## config.mk

```make
export PLATFORM = sky130hd
export DESIGN_NAME = serial_frame_receiver_sum_check
export DESIGN_NICKNAME = d
export VERILOG_FILES = /design/src/sv/sfr_pkg.sv /design/src/sv/sfr_regs.sv /design/src/sv/sfr_front.sv /design/src/sv/sfr_fifo.sv /design/src/sv/sfr_back.sv /design/src/sv/serial_frame_receiver_sum_check.sv
export SDC_FILE = /design/constraint.sdc
export NUM_CORES = 1
export LEC_CHECK = 0
export ABC_AREA = 1
export BUFFER_PORTS_ARGS = -buffer_cell sky130_fd_sc_hd__buf_2
export CAP_MARGIN = 40
export CORE_MARGIN = 8
export CORE_UTILIZATION = 61
export CTS_CLUSTER_DIAMETER = 150
export CTS_CLUSTER_SIZE = 25
export DETAILED_ROUTE_END_ITERATION = 16
export GPL_ROUTABILITY_DRIVEN = 0
export PLACE_DENSITY = 0.91
export SLEW_MARGIN = 40
export SYNTH_ARGS = -nofsm -noshare
export SYNTH_HDL_FRONTEND = slang
export SYNTH_HIERARCHICAL = 1
export SYNTH_SLANG_ARGS = --single-unit
```

## constraint.sdc

```tcl
create_clock -name clk -period 4 [get_ports clk]
set_input_delay 0.8 -clock clk [delete_from_list [all_inputs] [get_ports clk]]
set_output_delay 0.8 -clock clk [all_outputs]
set_load 0.05 [all_outputs]
```

## src/sv/sfr_pkg.sv

```systemverilog
// Shared types and constants of the serial frame receiver.
package sfr_pkg;

	localparam int ADDR_W      = 5;
	localparam int DATA_W      = 32;
	localparam int NUM_RELAYS  = 5;
	localparam int HEADER_BYTES = 6;
	localparam int RELAY_FRAME_LEN = 5;
	localparam int VALUE_OFFSET = 4;

	localparam logic [7:0] SYNC_FIRST  = 8'h55;
	localparam logic [7:0] SYNC_SECOND = 8'hAA;
	localparam logic [7:0] RELAY_STATE_MARK = 8'h01;

	typedef enum logic [2:0] {
		REG_DATA_CODE = 3'd0,
		REG_TIME_CODE = 3'd1,
		REG_RELAY_A   = 3'd2,
		REG_RELAY_B   = 3'd3,
		REG_RELAY_C   = 3'd4,
		REG_RELAY_D   = 3'd5,
		REG_RELAY_E   = 3'd6
	} reg_idx_t;

	typedef enum logic [2:0] {
		ST_OK       = 3'd0,
		ST_STRAY    = 3'd1,
		ST_BAD_SYNC = 3'd2,
		ST_BAD_LEN  = 3'd3,
		ST_BAD_SUM  = 3'd4
	} status_t;

	// Frame event handed from the parser to the decoder.
	typedef struct packed {
		status_t    status;
		logic [7:0] version;
		logic [7:0] command;
		logic [7:0] length;
		logic [7:0] first;
		logic [7:0] second;
		logic       value_nz;
	} evt_t;

	typedef struct packed {
		logic [7:0]                 data_code;
		logic [7:0]                 time_code;
		logic [NUM_RELAYS-1:0][7:0] relay_ids;
	} cfg_t;

	typedef struct packed {
		logic [2:0] status;
		logic [7:0] version;
		logic [7:0] command;
		logic [7:0] length;
		logic       relay_event;
		logic [7:0] relay_id;
		logic       relay_on;
		logic       time_request;
	} res_t;

endpackage

```

## src/sv/sfr_regs.sv

```systemverilog
// Configuration register file behind the APB-style port.
module sfr_regs (
	input  logic                       clk,
	input  logic                       arst_n,
	input  logic                       psel,
	input  logic                       penable,
	input  logic                       pwrite,
	input  logic [sfr_pkg::ADDR_W-1:0] paddr,
	input  logic [sfr_pkg::DATA_W-1:0] pwdata,
	output logic [sfr_pkg::DATA_W-1:0] prdata,
	output sfr_pkg::cfg_t              cfg
);

	sfr_pkg::cfg_t     cfg_q;
	sfr_pkg::reg_idx_t idx;
	logic              wr_en;
	logic [7:0]        rd_val;

	assign idx   = sfr_pkg::reg_idx_t'(paddr[4:2]);
	assign wr_en = psel && penable && pwrite;
	assign cfg   = cfg_q;

	always_ff @(posedge clk or negedge arst_n) begin
		if (!arst_n) begin
			cfg_q.data_code    <= 8'd7;
			cfg_q.time_code    <= 8'd28;
			cfg_q.relay_ids[0] <= 8'd1;
			cfg_q.relay_ids[1] <= 8'd2;
			cfg_q.relay_ids[2] <= 8'd3;
			cfg_q.relay_ids[3] <= 8'd4;
			cfg_q.relay_ids[4] <= 8'd5;
		end else if (wr_en) begin
			unique case (idx)
				sfr_pkg::REG_DATA_CODE: cfg_q.data_code    <= pwdata[7:0];
				sfr_pkg::REG_TIME_CODE: cfg_q.time_code    <= pwdata[7:0];
				sfr_pkg::REG_RELAY_A:   cfg_q.relay_ids[0] <= pwdata[7:0];
				sfr_pkg::REG_RELAY_B:   cfg_q.relay_ids[1] <= pwdata[7:0];
				sfr_pkg::REG_RELAY_C:   cfg_q.relay_ids[2] <= pwdata[7:0];
				sfr_pkg::REG_RELAY_D:   cfg_q.relay_ids[3] <= pwdata[7:0];
				sfr_pkg::REG_RELAY_E:   cfg_q.relay_ids[4] <= pwdata[7:0];
				default: ;
			endcase
		end
	end

	always_comb begin
		unique case (idx)
			sfr_pkg::REG_DATA_CODE: rd_val = cfg_q.data_code;
			sfr_pkg::REG_TIME_CODE: rd_val = cfg_q.time_code;
			sfr_pkg::REG_RELAY_A:   rd_val = cfg_q.relay_ids[0];
			sfr_pkg::REG_RELAY_B:   rd_val = cfg_q.relay_ids[1];
			sfr_pkg::REG_RELAY_C:   rd_val = cfg_q.relay_ids[2];
			sfr_pkg::REG_RELAY_D:   rd_val = cfg_q.relay_ids[3];
			sfr_pkg::REG_RELAY_E:   rd_val = cfg_q.relay_ids[4];
			default:                rd_val = 8'd0;
		endcase
	end

	assign prdata = {{(sfr_pkg::DATA_W-8){1'b0}}, rd_val};

endmodule

```

## src/sv/sfr_front.sv

```systemverilog
// Byte parser: tracks frame position and checksum and classifies frame events.
module sfr_front #(
	parameter int MAX_FRAME_BYTES = 256
) (
	input  logic          clk,
	input  logic          arst_n,
	input  logic          in_valid,
	input  logic [7:0]    in_byte,
	output logic          evt_valid,
	output sfr_pkg::evt_t evt
);

	localparam int POS_W = $clog2(MAX_FRAME_BYTES);
	localparam logic [15:0]      LEN_LIMIT = 16'(MAX_FRAME_BYTES - 7);
	localparam logic [POS_W-1:0] POS_LAST  = POS_W'(MAX_FRAME_BYTES - 1);
	localparam logic [POS_W-1:0] HDR       = POS_W'(sfr_pkg::HEADER_BYTES);
	localparam logic [POS_W-1:0] POS_P1    = POS_W'(sfr_pkg::HEADER_BYTES + 1);
	localparam logic [POS_W-1:0] POS_VAL   =
		POS_W'(sfr_pkg::HEADER_BYTES + sfr_pkg::VALUE_OFFSET);

	logic [POS_W-1:0] pos_q, pos_d;
	logic [7:0]       sum_q, sum_d, sum_add;
	logic [7:0]       ver_q, ver_d, cmd_q, cmd_d;
	logic [15:0]      len_q, len_d;
	logic [7:0]       p0_q, p0_d, p1_q, p1_d;
	logic             vnz_q, vnz_d;
	logic [16:0]      end_pos;
	logic             at_end;

	assign sum_add = sum_q + in_byte;
	assign end_pos = {1'b0, len_q} + 17'(HDR);
	assign at_end  = (17'(pos_q) == end_pos);

	always_comb begin
		pos_d     = pos_q;
		sum_d     = sum_q;
		ver_d     = ver_q;
		cmd_d     = cmd_q;
		len_d     = len_q;
		p0_d      = p0_q;
		p1_d      = p1_q;
		vnz_d     = vnz_q;
		evt_valid = 1'b0;
		evt       = '0;
		if (in_valid) begin
			if (pos_q == '0) begin
				if (in_byte != sfr_pkg::SYNC_FIRST) begin
					evt_valid  = 1'b1;
					evt.status = sfr_pkg::ST_STRAY;
				end else begin
					sum_d = in_byte;
					pos_d = POS_W'(1);
				end
			end else if (pos_q == POS_W'(1) && in_byte != sfr_pkg::SYNC_SECOND) begin
				evt_valid  = 1'b1;
				evt.status = sfr_pkg::ST_BAD_SYNC;
				pos_d      = '0;
				sum_d      = '0;
			end else if (pos_q < HDR) begin
				if (pos_q == POS_W'(2)) ver_d = in_byte;
				if (pos_q == POS_W'(3)) cmd_d = in_byte;
				if (pos_q == POS_W'(4)) len_d[15:8] = in_byte;
				if (pos_q == POS_W'(5)) len_d[7:0] = in_byte;
				sum_d = sum_add;
				pos_d = pos_q + 1'b1;
			end else if (pos_q == HDR && len_q >= LEN_LIMIT) begin
				evt_valid   = 1'b1;
				evt.status  = sfr_pkg::ST_BAD_LEN;
				evt.version = ver_q;
				evt.command = cmd_q;
				pos_d       = '0;
				sum_d       = '0;
			end else if (at_end) begin
				// The byte at the end position is the checksum itself.
				evt_valid    = 1'b1;
				evt.status   = (sum_q == in_byte) ? sfr_pkg::ST_OK : sfr_pkg::ST_BAD_SUM;
				evt.version  = ver_q;
				evt.command  = cmd_q;
				evt.length   = len_q[7:0];
				evt.first    = p0_q;
				evt.second   = p1_q;
				evt.value_nz = vnz_q;
				pos_d        = '0;
				sum_d        = '0;
			end else begin
				if (pos_q == HDR)     p0_d  = in_byte;
				if (pos_q == POS_P1)  p1_d  = in_byte;
				if (pos_q == POS_VAL) vnz_d = (in_byte != 8'd0);
				sum_d = sum_add;
				if (pos_q == POS_LAST) begin
					pos_d = '0;
					sum_d = '0;
				end else begin
					pos_d = pos_q + 1'b1;
				end
			end
		end
	end

	always_ff @(posedge clk or negedge arst_n) begin
		if (!arst_n) begin
			pos_q <= '0;
			sum_q <= '0;
			ver_q <= '0;
			cmd_q <= '0;
			len_q <= '0;
			p0_q  <= '0;
			p1_q  <= '0;
			vnz_q <= 1'b0;
		end else begin
			pos_q <= pos_d;
			sum_q <= sum_d;
			ver_q <= ver_d;
			cmd_q <= cmd_d;
			len_q <= len_d;
			p0_q  <= p0_d;
			p1_q  <= p1_d;
			vnz_q <= vnz_d;
		end
	end

	// Once inside the payload, the held length has passed the bound check.
	a_len_bounded: assert property (@(posedge clk) disable iff (!arst_n)
		(pos_q > HDR) |-> (len_q < LEN_LIMIT))
		else $error("payload position reached with an unchecked length");

endmodule

```

## src/sv/sfr_fifo.sv

```systemverilog
// Short queue of frame events between the parser and the decoder.
module sfr_fifo #(
	parameter int DEPTH = 4
) (
	input  logic          clk,
	input  logic          arst_n,
	input  logic          wr,
	input  sfr_pkg::evt_t wdata,
	input  logic          rd,
	output sfr_pkg::evt_t rdata,
	output logic          full,
	output logic          empty
);

	localparam int PTR_W = (DEPTH > 1) ? $clog2(DEPTH) : 1;
	localparam int CNT_W = $clog2(DEPTH + 1);
	localparam logic [PTR_W-1:0] PTR_LAST = PTR_W'(DEPTH - 1);
	localparam logic [CNT_W-1:0] CNT_FULL = CNT_W'(DEPTH);

	sfr_pkg::evt_t    mem_q [DEPTH];
	logic [PTR_W-1:0] wr_ptr_q, rd_ptr_q;
	logic [CNT_W-1:0] count_q;

	assign full  = (count_q == CNT_FULL);
	assign empty = (count_q == '0);
	assign rdata = mem_q[rd_ptr_q];

	always_ff @(posedge clk) begin
		if (wr) begin
			mem_q[wr_ptr_q] <= wdata;
		end
	end

	always_ff @(posedge clk or negedge arst_n) begin
		if (!arst_n) begin
			wr_ptr_q <= '0;
			rd_ptr_q <= '0;
			count_q  <= '0;
		end else begin
			if (wr) wr_ptr_q <= (wr_ptr_q == PTR_LAST) ? '0 : wr_ptr_q + 1'b1;
			if (rd) rd_ptr_q <= (rd_ptr_q == PTR_LAST) ? '0 : rd_ptr_q + 1'b1;
			if (wr && !rd) count_q <= count_q + 1'b1;
			else if (!wr && rd) count_q <= count_q - 1'b1;
		end
	end

	a_no_overflow: assert property (@(posedge clk) disable iff (!arst_n)
		wr |-> (!full || rd))
		else $error("event queue written while full");

	a_no_underflow: assert property (@(posedge clk) disable iff (!arst_n)
		rd |-> !empty)
		else $error("event queue read while empty");

endmodule

```

## src/sv/sfr_back.sv

```systemverilog
// Event decoder: relay report and time request decode into the result register.
module sfr_back (
	input  logic          clk,
	input  logic          arst_n,
	input  sfr_pkg::cfg_t cfg,
	input  logic          evt_avail,
	input  sfr_pkg::evt_t evt,
	output logic          evt_take,
	input  logic          res_pop,
	output logic          res_valid,
	output sfr_pkg::res_t res
);

	sfr_pkg::res_t res_q, res_d;
	logic          valid_q;
	logic          good, id_hit, rel;

	always_comb begin
		id_hit = 1'b0;
		for (int k = 0; k < sfr_pkg::NUM_RELAYS; k++) begin
			if (evt.first == cfg.relay_ids[k]) id_hit = 1'b1;
		end
	end

	assign good = (evt.status == sfr_pkg::ST_OK);
	assign rel  = good && id_hit && (evt.command == cfg.data_code) &&
		(evt.length == 8'(sfr_pkg::RELAY_FRAME_LEN)) &&
		(evt.second == sfr_pkg::RELAY_STATE_MARK);

	always_comb begin
		res_d.status       = evt.status;
		res_d.version      = evt.version;
		res_d.command      = evt.command;
		res_d.length       = evt.length;
		res_d.relay_event  = rel;
		res_d.relay_id     = rel ? evt.first : 8'd0;
		res_d.relay_on     = rel && evt.value_nz;
		res_d.time_request = good && (evt.command == cfg.time_code);
	end

	// A new result loads when the register is free or its beat leaves now.
	assign evt_take  = evt_avail && (!valid_q || res_pop);
	assign res_valid = valid_q;
	assign res       = res_q;

	always_ff @(posedge clk) begin
		if (evt_take) res_q <= res_d;
	end

	always_ff @(posedge clk or negedge arst_n) begin
		if (!arst_n) begin
			valid_q <= 1'b0;
		end else if (evt_take) begin
			valid_q <= 1'b1;
		end else if (res_pop) begin
			valid_q <= 1'b0;
		end
	end

	a_event_fields_gated: assert property (@(posedge clk) disable iff (!arst_n)
		(valid_q && res_q.status != 3'(sfr_pkg::ST_OK)) |->
		(!res_q.relay_event && !res_q.time_request && !res_q.relay_on))
		else $error("event flags raised on a failed frame");

endmodule

```

## src/sv/serial_frame_receiver_sum_check.sv

```systemverilog
// Top level of the serial frame receiver with additive checksum.
//
// Bytes from a UART enter on rx_byte and are taken at an edge with push high
// and full low. Frames are 0x55, 0xAA, version, command, length (two bytes,
// high first), payload and an 8-bit wrapping sum of all earlier frame bytes.
// One result beat comes out for each finished frame, stray byte or framing
// error; header bytes and payload bytes give none. A result is on the output
// ports while empty is low and leaves at an edge with pop high.
// The parser takes one byte per cycle while full is low. A byte that ends a
// frame puts its event in the event queue at the edge that takes it; the
// event enters the output register once it heads the queue and the result
// register is free or its result leaves with pop. While pop stays low,
// results collect in the event queue (QUEUE_DEPTH entries) and the output
// register; full rises when the queue is full, so bytes are held off only
// then. The user must write configuration registers over the APB-style port
// only while no frame is in progress (not enforced here). Reset returns the
// parser to sync hunting, empties the queue and loads the register defaults.
module serial_frame_receiver_sum_check #(
	parameter int MAX_FRAME_BYTES = 256,
	parameter int QUEUE_DEPTH     = 4
) (
	input  logic                       clk,
	input  logic                       arst_n,
	input  logic                       push,
	output logic                       full,
	input  logic [7:0]                 rx_byte,
	output logic                       empty,
	input  logic                       pop,
	output logic [2:0]                 frame_status,
	output logic [7:0]                 frame_version,
	output logic [7:0]                 frame_command,
	output logic [7:0]                 payload_length,
	output logic                       relay_event,
	output logic [7:0]                 relay_id,
	output logic                       relay_on,
	output logic                       time_request,
	input  logic                       psel,
	input  logic                       penable,
	input  logic                       pwrite,
	input  logic [sfr_pkg::ADDR_W-1:0] paddr,
	input  logic [sfr_pkg::DATA_W-1:0] pwdata,
	output logic [sfr_pkg::DATA_W-1:0] prdata,
	output logic                       pready
);

	sfr_pkg::cfg_t cfg;
	sfr_pkg::evt_t evt_in, evt_out;
	sfr_pkg::res_t res;
	logic          accept, evt_valid, evt_take, q_empty, res_valid;

	assign pready = 1'b1;
	assign accept = push && !full;
	assign empty  = !res_valid;

	sfr_regs u_regs (
		.clk     (clk),
		.arst_n  (arst_n),
		.psel    (psel),
		.penable (penable),
		.pwrite  (pwrite),
		.paddr   (paddr),
		.pwdata  (pwdata),
		.prdata  (prdata),
		.cfg     (cfg)
	);

	sfr_front #(
		.MAX_FRAME_BYTES (MAX_FRAME_BYTES)
	) u_front (
		.clk       (clk),
		.arst_n    (arst_n),
		.in_valid  (accept),
		.in_byte   (rx_byte),
		.evt_valid (evt_valid),
		.evt       (evt_in)
	);

	sfr_fifo #(
		.DEPTH (QUEUE_DEPTH)
	) u_fifo (
		.clk    (clk),
		.arst_n (arst_n),
		.wr     (evt_valid),
		.wdata  (evt_in),
		.rd     (evt_take),
		.rdata  (evt_out),
		.full   (full),
		.empty  (q_empty)
	);

	sfr_back u_back (
		.clk       (clk),
		.arst_n    (arst_n),
		.cfg       (cfg),
		.evt_avail (!q_empty),
		.evt       (evt_out),
		.evt_take  (evt_take),
		.res_pop   (pop),
		.res_valid (res_valid),
		.res       (res)
	);

	assign frame_status   = res.status;
	assign frame_version  = res.version;
	assign frame_command  = res.command;
	assign payload_length = res.length;
	assign relay_event    = res.relay_event;
	assign relay_id       = res.relay_id;
	assign relay_on       = res.relay_on;
	assign time_request   = res.time_request;

endmodule
```

Yosys cells after proc, flatten, opt, wreduce, memory -nomap -nowiden
Memory sizes are Yosys's and may differ from the RTL's. Index checks and enable logic that the tools add are counted.

Word-level logic and storage cells: 163. Output and inout bits: 73. Latch bits: 0. Memory bits (read-only): 0. RAM bits: 176. Register bits after elaboration: 167. Memories: 1.

Reductions and logical operators: 42. Div/mod/pow operators: 0. Mux-type cells: 46. Bitwise operators: 5. $mul: 0. Magnitude comparators: 2. Shift operators: 0. Equality and inequality tests: 32. $add $sub $neg: 7.

Memory list: u_fifo.mem_q (words 4, width 44, rd ports 1, clocked after Yosys merged registers in 0, write ports 1, line sfr_fifo.sv:20) `sfr_pkg::evt_t mem_q [DEPTH];`.

Operator list (number): $mux W44 (3); $mux W8 (14); $mux W41 (2); $eq A8 B8 Y1 (8); $pmux W8 S7 (1); $eq A8 B3 Y1 const B (5); $mux W25 (1); $reduce_and A7 Y1 (3); $reduce_and A5 Y1 (4); $mux W19 (1); $add A16 B3 Y17 const B (1); $eq A8 B17 Y1 (1); $mux W1 (17); $eq A8 B1 Y1 const B (2); $eq A8 B2 Y1 const B (2); $ge A16 B8 Y1 const B (1); $reduce_and A2 Y1 (8); $mux W3 (5); $logic_and A1 B1 Y1 (14); $eq A3 B3 Y1 const B (4); $logic_not A3 Y1 (3); $add A8 B1 Y8 const B (1); $add A8 B8 Y8 (1); $eq A8 B4 Y1 const B (1); other kinds (18) (31).

Longest topological paths before layout
Depth after elaboration: 12. Gate-level depth with buffers: 22. Gate-level depth less buffers: 22.

Hierarchy
The synthesis kept the hierarchy.

By module, submodules not included: sfr_fifo (instances 1, cells an instance 564, sequential area each 5460.2 um^2, area each 7434.6 um^2); sfr_front (instances 1, cells an instance 570, sequential area each 1626.6 um^2, area each 4205.3 um^2); sfr_regs (instances 1, cells an instance 391, sequential area each 1417.6 um^2, area each 3161.8 um^2); sfr_back (instances 1, cells an instance 230, sequential area each 1166.1 um^2, area each 2197.1 um^2); serial_frame_receiver_sum_check (instances 1, cells an instance 6, sequential area each 0.0 um^2, area each 28.8 um^2).

Least setup slack after synthesis
No wires, ideal clock.

Path type: in2reg. From: in pop. To: reg u_fifo.count_q[1]. Slack: 42 ps. Arrival: 3841 ps. Required time: 3883 ps. Cell stages on the path: 8. Path buffers: 0. Cell sequence: inv_1 > a21oi_1 > inv_1 > ha_1 > inv_1 > fa_1 > nand2_1 > nand2_1.

Cells in the longest elaborated chain, start to end: 5. Elaborated cells on any way between the ends: 7. Those cells by class: mux (1); reduce/logical (6).

Ends and longest elaborated chain: start, declared (line serial_frame_receiver_sum_check.sv:28) `input logic pop,`; $logic_or A1 B1 Y1 * (line sfr_back.sv:42) `assign evt_take = evt_avail && (!valid_q || res_pop);`; $logic_and A1 B1 Y1 * (line sfr_back.sv:42); named net evt_take (line serial_frame_receiver_sum_check.sv:49) `logic accept, evt_valid, evt_take, q_empty, res_valid;`; $logic_not A1 Y1 (line sfr_fifo.sv:42) `if (wr && !rd) count_q <= count_q + 1'b1;`; $logic_and A1 B1 Y1 (line sfr_fifo.sv:42); $mux W3 / $reduce_bool A2 Y1 (equally long branches); end signal, assigned (line sfr_fifo.sv:42); end signal, assigned (line sfr_fifo.sv:43) `else if (!wr && rd) count_q <= count_q - 1'b1;`; end, declared (line sfr_fifo.sv:22) `logic [CNT_W-1:0] count_q;`.

The timed path passes the listed nets; every way through them passes the cells marked *. A chain may end at the register's enable or synchronous reset.

Worst setup path after layout
From: reg u_front.len_q[1]. To: reg u_fifo.count_q[2].

Cells in the longest elaborated chain, start to end: 11. Elaborated cells on any way between the ends: 15. Those cells by class: add/sub (1); order compare (1); eq/ne (1); mux (7); reduce/logical (5).

Ends and longest elaborated chain: start, declared (line sfr_front.sv:24) `logic [15:0] len_q, len_d;`; start signal, assigned (line sfr_front.sv:115) `len_q <= len_d;`; $add A16 B3 Y17 (line sfr_front.sv:31) `assign end_pos = {1'b0, len_q} + 17'(HDR);`; $eq A8 B17 Y1 (line sfr_front.sv:32) `assign at_end = (17'(pos_q) == end_pos);`; $mux W1 (line sfr_front.sv:73) `end else if (at_end) begin`; $mux W1 * (line sfr_front.sv:66) `end else if (pos_q == HDR && len_q >= LEN_LIMIT) begin`; $mux W1 * (line sfr_front.sv:59) `end else if (pos_q < HDR) begin`; $mux W1 * (line sfr_front.sv:54) `end else if (pos_q == POS_W'(1) && in_byte != sfr_pkg::SYNC_SECOND) begin`; $mux W1 * (line sfr_front.sv:46) `if (pos_q == '0) begin`; $mux W1 * (line sfr_front.sv:45) `if (in_valid) begin`; named net evt_valid (line serial_frame_receiver_sum_check.sv:49); $logic_not A1 Y1 (line sfr_fifo.sv:43); $logic_and A1 B1 Y1 (line sfr_fifo.sv:43); $reduce_bool A2 Y1 (no line).

Marks and branches as above.

==> results.py <==
metrics = {
    "hold_path": {
        "hp-class": "in2async",
    },
    "final_layout": {
        "syn2layout_area_growth_pct": 5.33,
        "final_cell_mix": "504 x nand2_1, 214 x edfxtp_1, 187 x inv_1",
        "multi_input_area_um2": 5940,
        "diodes": 0,
        "drive_gt1_frac": 0.113,
        "num-fill-cells": 1984,
        "final_common_cell": "nand2_1",
        "stdcell_count": 2190,
        "seqCellArea_um2": 9670,
        "fin_nets": 1873,
    },
    "synth": {
        "synth-seq-cells": 343,
        "yosysUniqueCellTypes": 46,
        "synth.cell_area_um2": 17000,
        "synth_edf_count": 214,
        "async_flop_share": 0.376,
        "yosys_warnings": 6,
        "synth-seq-area-share": 0.568,
        "netlist_instances": 1761,
        "ys_dominant_reg_cell": "edfxtp_1",
        "synth.avg_cell_area_um2": 9.67,
    },
    "power": {
        "ir_drop_v": 0.000374,
        "power_mw": 12.5,
        "power_density_nw_per_um2": 699,
        "p_leak_nw": 7.66,
    },
    "routing": {
        "ant_nets": 0,
        "wl_per_cell_um": 17.8,
        "vias": 12700,
        "drt_iter0_drc": 1455,
        "route.detailed.drc": 0,
        "first_pass_iters": 8,
        "wl_um": 39000,
        "viasPerCell": 5.81,
    },
    "floorplanning": {
        "initial_utilization": 0.616,
        "die_h_um": 183,
        "core_area_um2": 27600,
        "dieArea_um2": 33500,
        "die_w_um": 183,
        "ioPinCount": 125,
        "num_rows": 61,
    },
    "timing": {
        "max_slew_margin": 0.469,
        "finalSetupViolations": 0,
        "timing.final.crit_share": 0.857,
        "fmax_mhz": 292,
        "fin_crit_ns": 3.43,
        "skew_ns": 0.0176,
        "hold_viol": 0,
        "tns_ns": 0,
        "worstMarginPinSlew_ns": 0.790,
        "rsz0062_at_grt": "false",
        "slew_violations": 0,
    },
    "worst_setup_path": {
        "cp.arrival_ns": 3.84,
        "cp-end-kind": "flip-flop",
        "required_ns": 4.42,
        "worstSetupPathType": "reg2reg",
        "crit_path_start_kind": "flip-flop",
        "r2r_cells": 21,
        "crit_fanout": 9,
    },
    "placed_design": {
        "place_inst": 2160,
        "hpwl_um": 25600,
        "numPortBuffers": 73,
    },
    "cts": {
        "clockBufferDepth": 3,
        "ctsHoldBuffers": 0,
        "post_cts_buffers": 0,
        "clock-sinks": 343,
        "cts_resized": 0,
        "clk_pin_slew_ns": 0.10,
        "htreeDepth": 1,
        "root_buffer": "clkbuf_16",
        "cts_made_buffers": 17,
        "cts_tree": "done",
        "insertion_delay_ns": 0.52,
    },
    "flow_run": {
        "drv_cap": 0,
    },
    "global_routing": {
        "grt_pass1_vias": 12200,
        "grt_max_degree": 118,
        "track_usage": 0.229,
        "antenna_found_initial": 1,
        "overflow": 0,
        "grt_pass1_wl_um": 61600,
    },
    "outcome": {
        "status": "finished clean",
    },
}
-- worst paths after layout --
check | start | endpoint | slack (ns)
worst max-delay path | u_front/len_q[1] | u_fifo/count_q[2] | 0.57
worst min-delay path | arst_n | u_regs/cfg[8] | 0.30
worst max register to register | u_front/len_q[1] | u_fifo/count_q[2] | 0.57
worst min register to register | u_front/ver_q[5] | u_front/ver_q[5] | 0.50
max in group asynchronous | arst_n | u_regs/cfg[49] | 2.88
min in group clk | u_front/ver_q[5] | u_front/ver_q[5] | 0.50
-- per-layer routing --
metal  vias to the layer above  GRT usage  share of wire
met3                       120     0.0340           0.10
met1                      5986      0.284           0.37
met5                         -          0              0
met4                         0      0.110          0.041
met2                       768      0.390           0.49
li1                       5860          -              -
-- where the power goes --
part,internal [mW],total [mW],switching [mW],leakage [nW]
registers,4.73,5.24,0.512,3.61
clock network,0.819,1.89,1.07,0.232
logic,1.59,5.40,3.81,3.82
total,7.14,12.5,5.39,7.66
-- layout make-up --
cell class              instances  share of cell area
inverters                     208              0.0438
multi-input cells            1137               0.331
clock buffers                  28              0.0260
repair buffers                 94              0.0323
well taps                     378              0.0264
clock inverters                 2            0.000977
flip-flops and latches        343               0.539
-- sequential cells by signal, indices dropped and copies added, names as in the netlist --
| signal | flops |
|---|---|
| u_back/res | 38 |
| u_back/res_valid | 1 |
| u_fifo/count_q | 3 |
| u_fifo/mem_q | 176 |
| u_fifo/rd_ptr_q | 2 |
| u_fifo/wr_ptr_q | 2 |
| u_front/cmd_q | 8 |
| u_front/len_q | 16 |
| u_front/p0_q | 8 |
| u_front/p1_q | 8 |
| u_front/pos_q | 8 |
| u_front/sum_q | 8 |
| u_front/ver_q | 8 |
| u_front/vnz_q | 1 |
| u_regs/cfg | 56 |
-- critical path, stage by stage, from the launching register on --
cell and delay (ns):
dfrtp_1 0.42, inv_1 0.11, ha_1 0.27, inv_1 0.09
nand3_1 0.13, nor2_2 0.19, nand2_1 0.07, nand2_1 0.05
o21ai_1 0.07, nor2_2 0.24, nand3_4 0.12, a21boi_4 0.16
nor2_1 0.07, nor3_1 0.15, buf_4 0.20, ha_1 0.18
inv_1 0.07, fa_1 0.40, nand2_1 0.11, nand3_1 0.09
nand2_1 0.08, nand2_1 0.05
-- logic make-up after synthesis --
family | Yosys count | share of synthesized area
fa+ha+maj | 20 | 0.0156
simple gates | 802 | 0.213
flops | 343 | 0.568
xor+xnor | 57 | 0.0293
compound gates | 233 | 0.0850
buf+inv | 304 | 0.0888
other cells | 2 | 0.000441
-- synthesized netlist by cell type (2+ instances only) --
master	number	area, µm²
a21oi_1	18	90.1
buf_2	23	115
buf_4	39	293
buf_6	26	293
clkbuf_1	7	26.3
conb_1	2	7.51
dfrtp_1	116	2900
dfstp_2	13	342
edfxtp_1	214	6430
fa_1	2	40.0
ha_1	18	225
inv_1	191	717
inv_2	17	63.8
nand2_1	504	1890
nand2_2	8	50.1
nand2_4	2	22.5
nand3_1	51	255
nand3_2	5	50.1
nand3_4	7	123
nand3b_1	2	15.0
nand4_1	49	307
nand4_4	3	63.8
nor2_1	115	432
nor2_2	18	113
nor2_4	13	146
nor3_1	14	70.1
nor4_1	6	37.5
o211ai_1	89	668
o21ai_0	94	470
o21ai_1	22	110
o22ai_1	3	18.8
xnor2_1	44	385
xor2_1	13	114
-- stage by stage --
step / util / cell area (µm²) / hold WS [ns] / worst slack, ns
floorplan: - / 17100 / 0.453 / 0.0424
detailed placement: 0.632 / 17500 / 0.473 / 0.662
global route: 0.649 / 17900 / 0.344 / 0.277
global placement: 0.631 / 17400 / 0.467 / 0.728
finish: 0.649 / 17900 / 0.296 / 0.573
CTS: 0.649 / 17900 / 0.314 / 0.614
No activity file was read; power rests on OpenSTA's default activity.
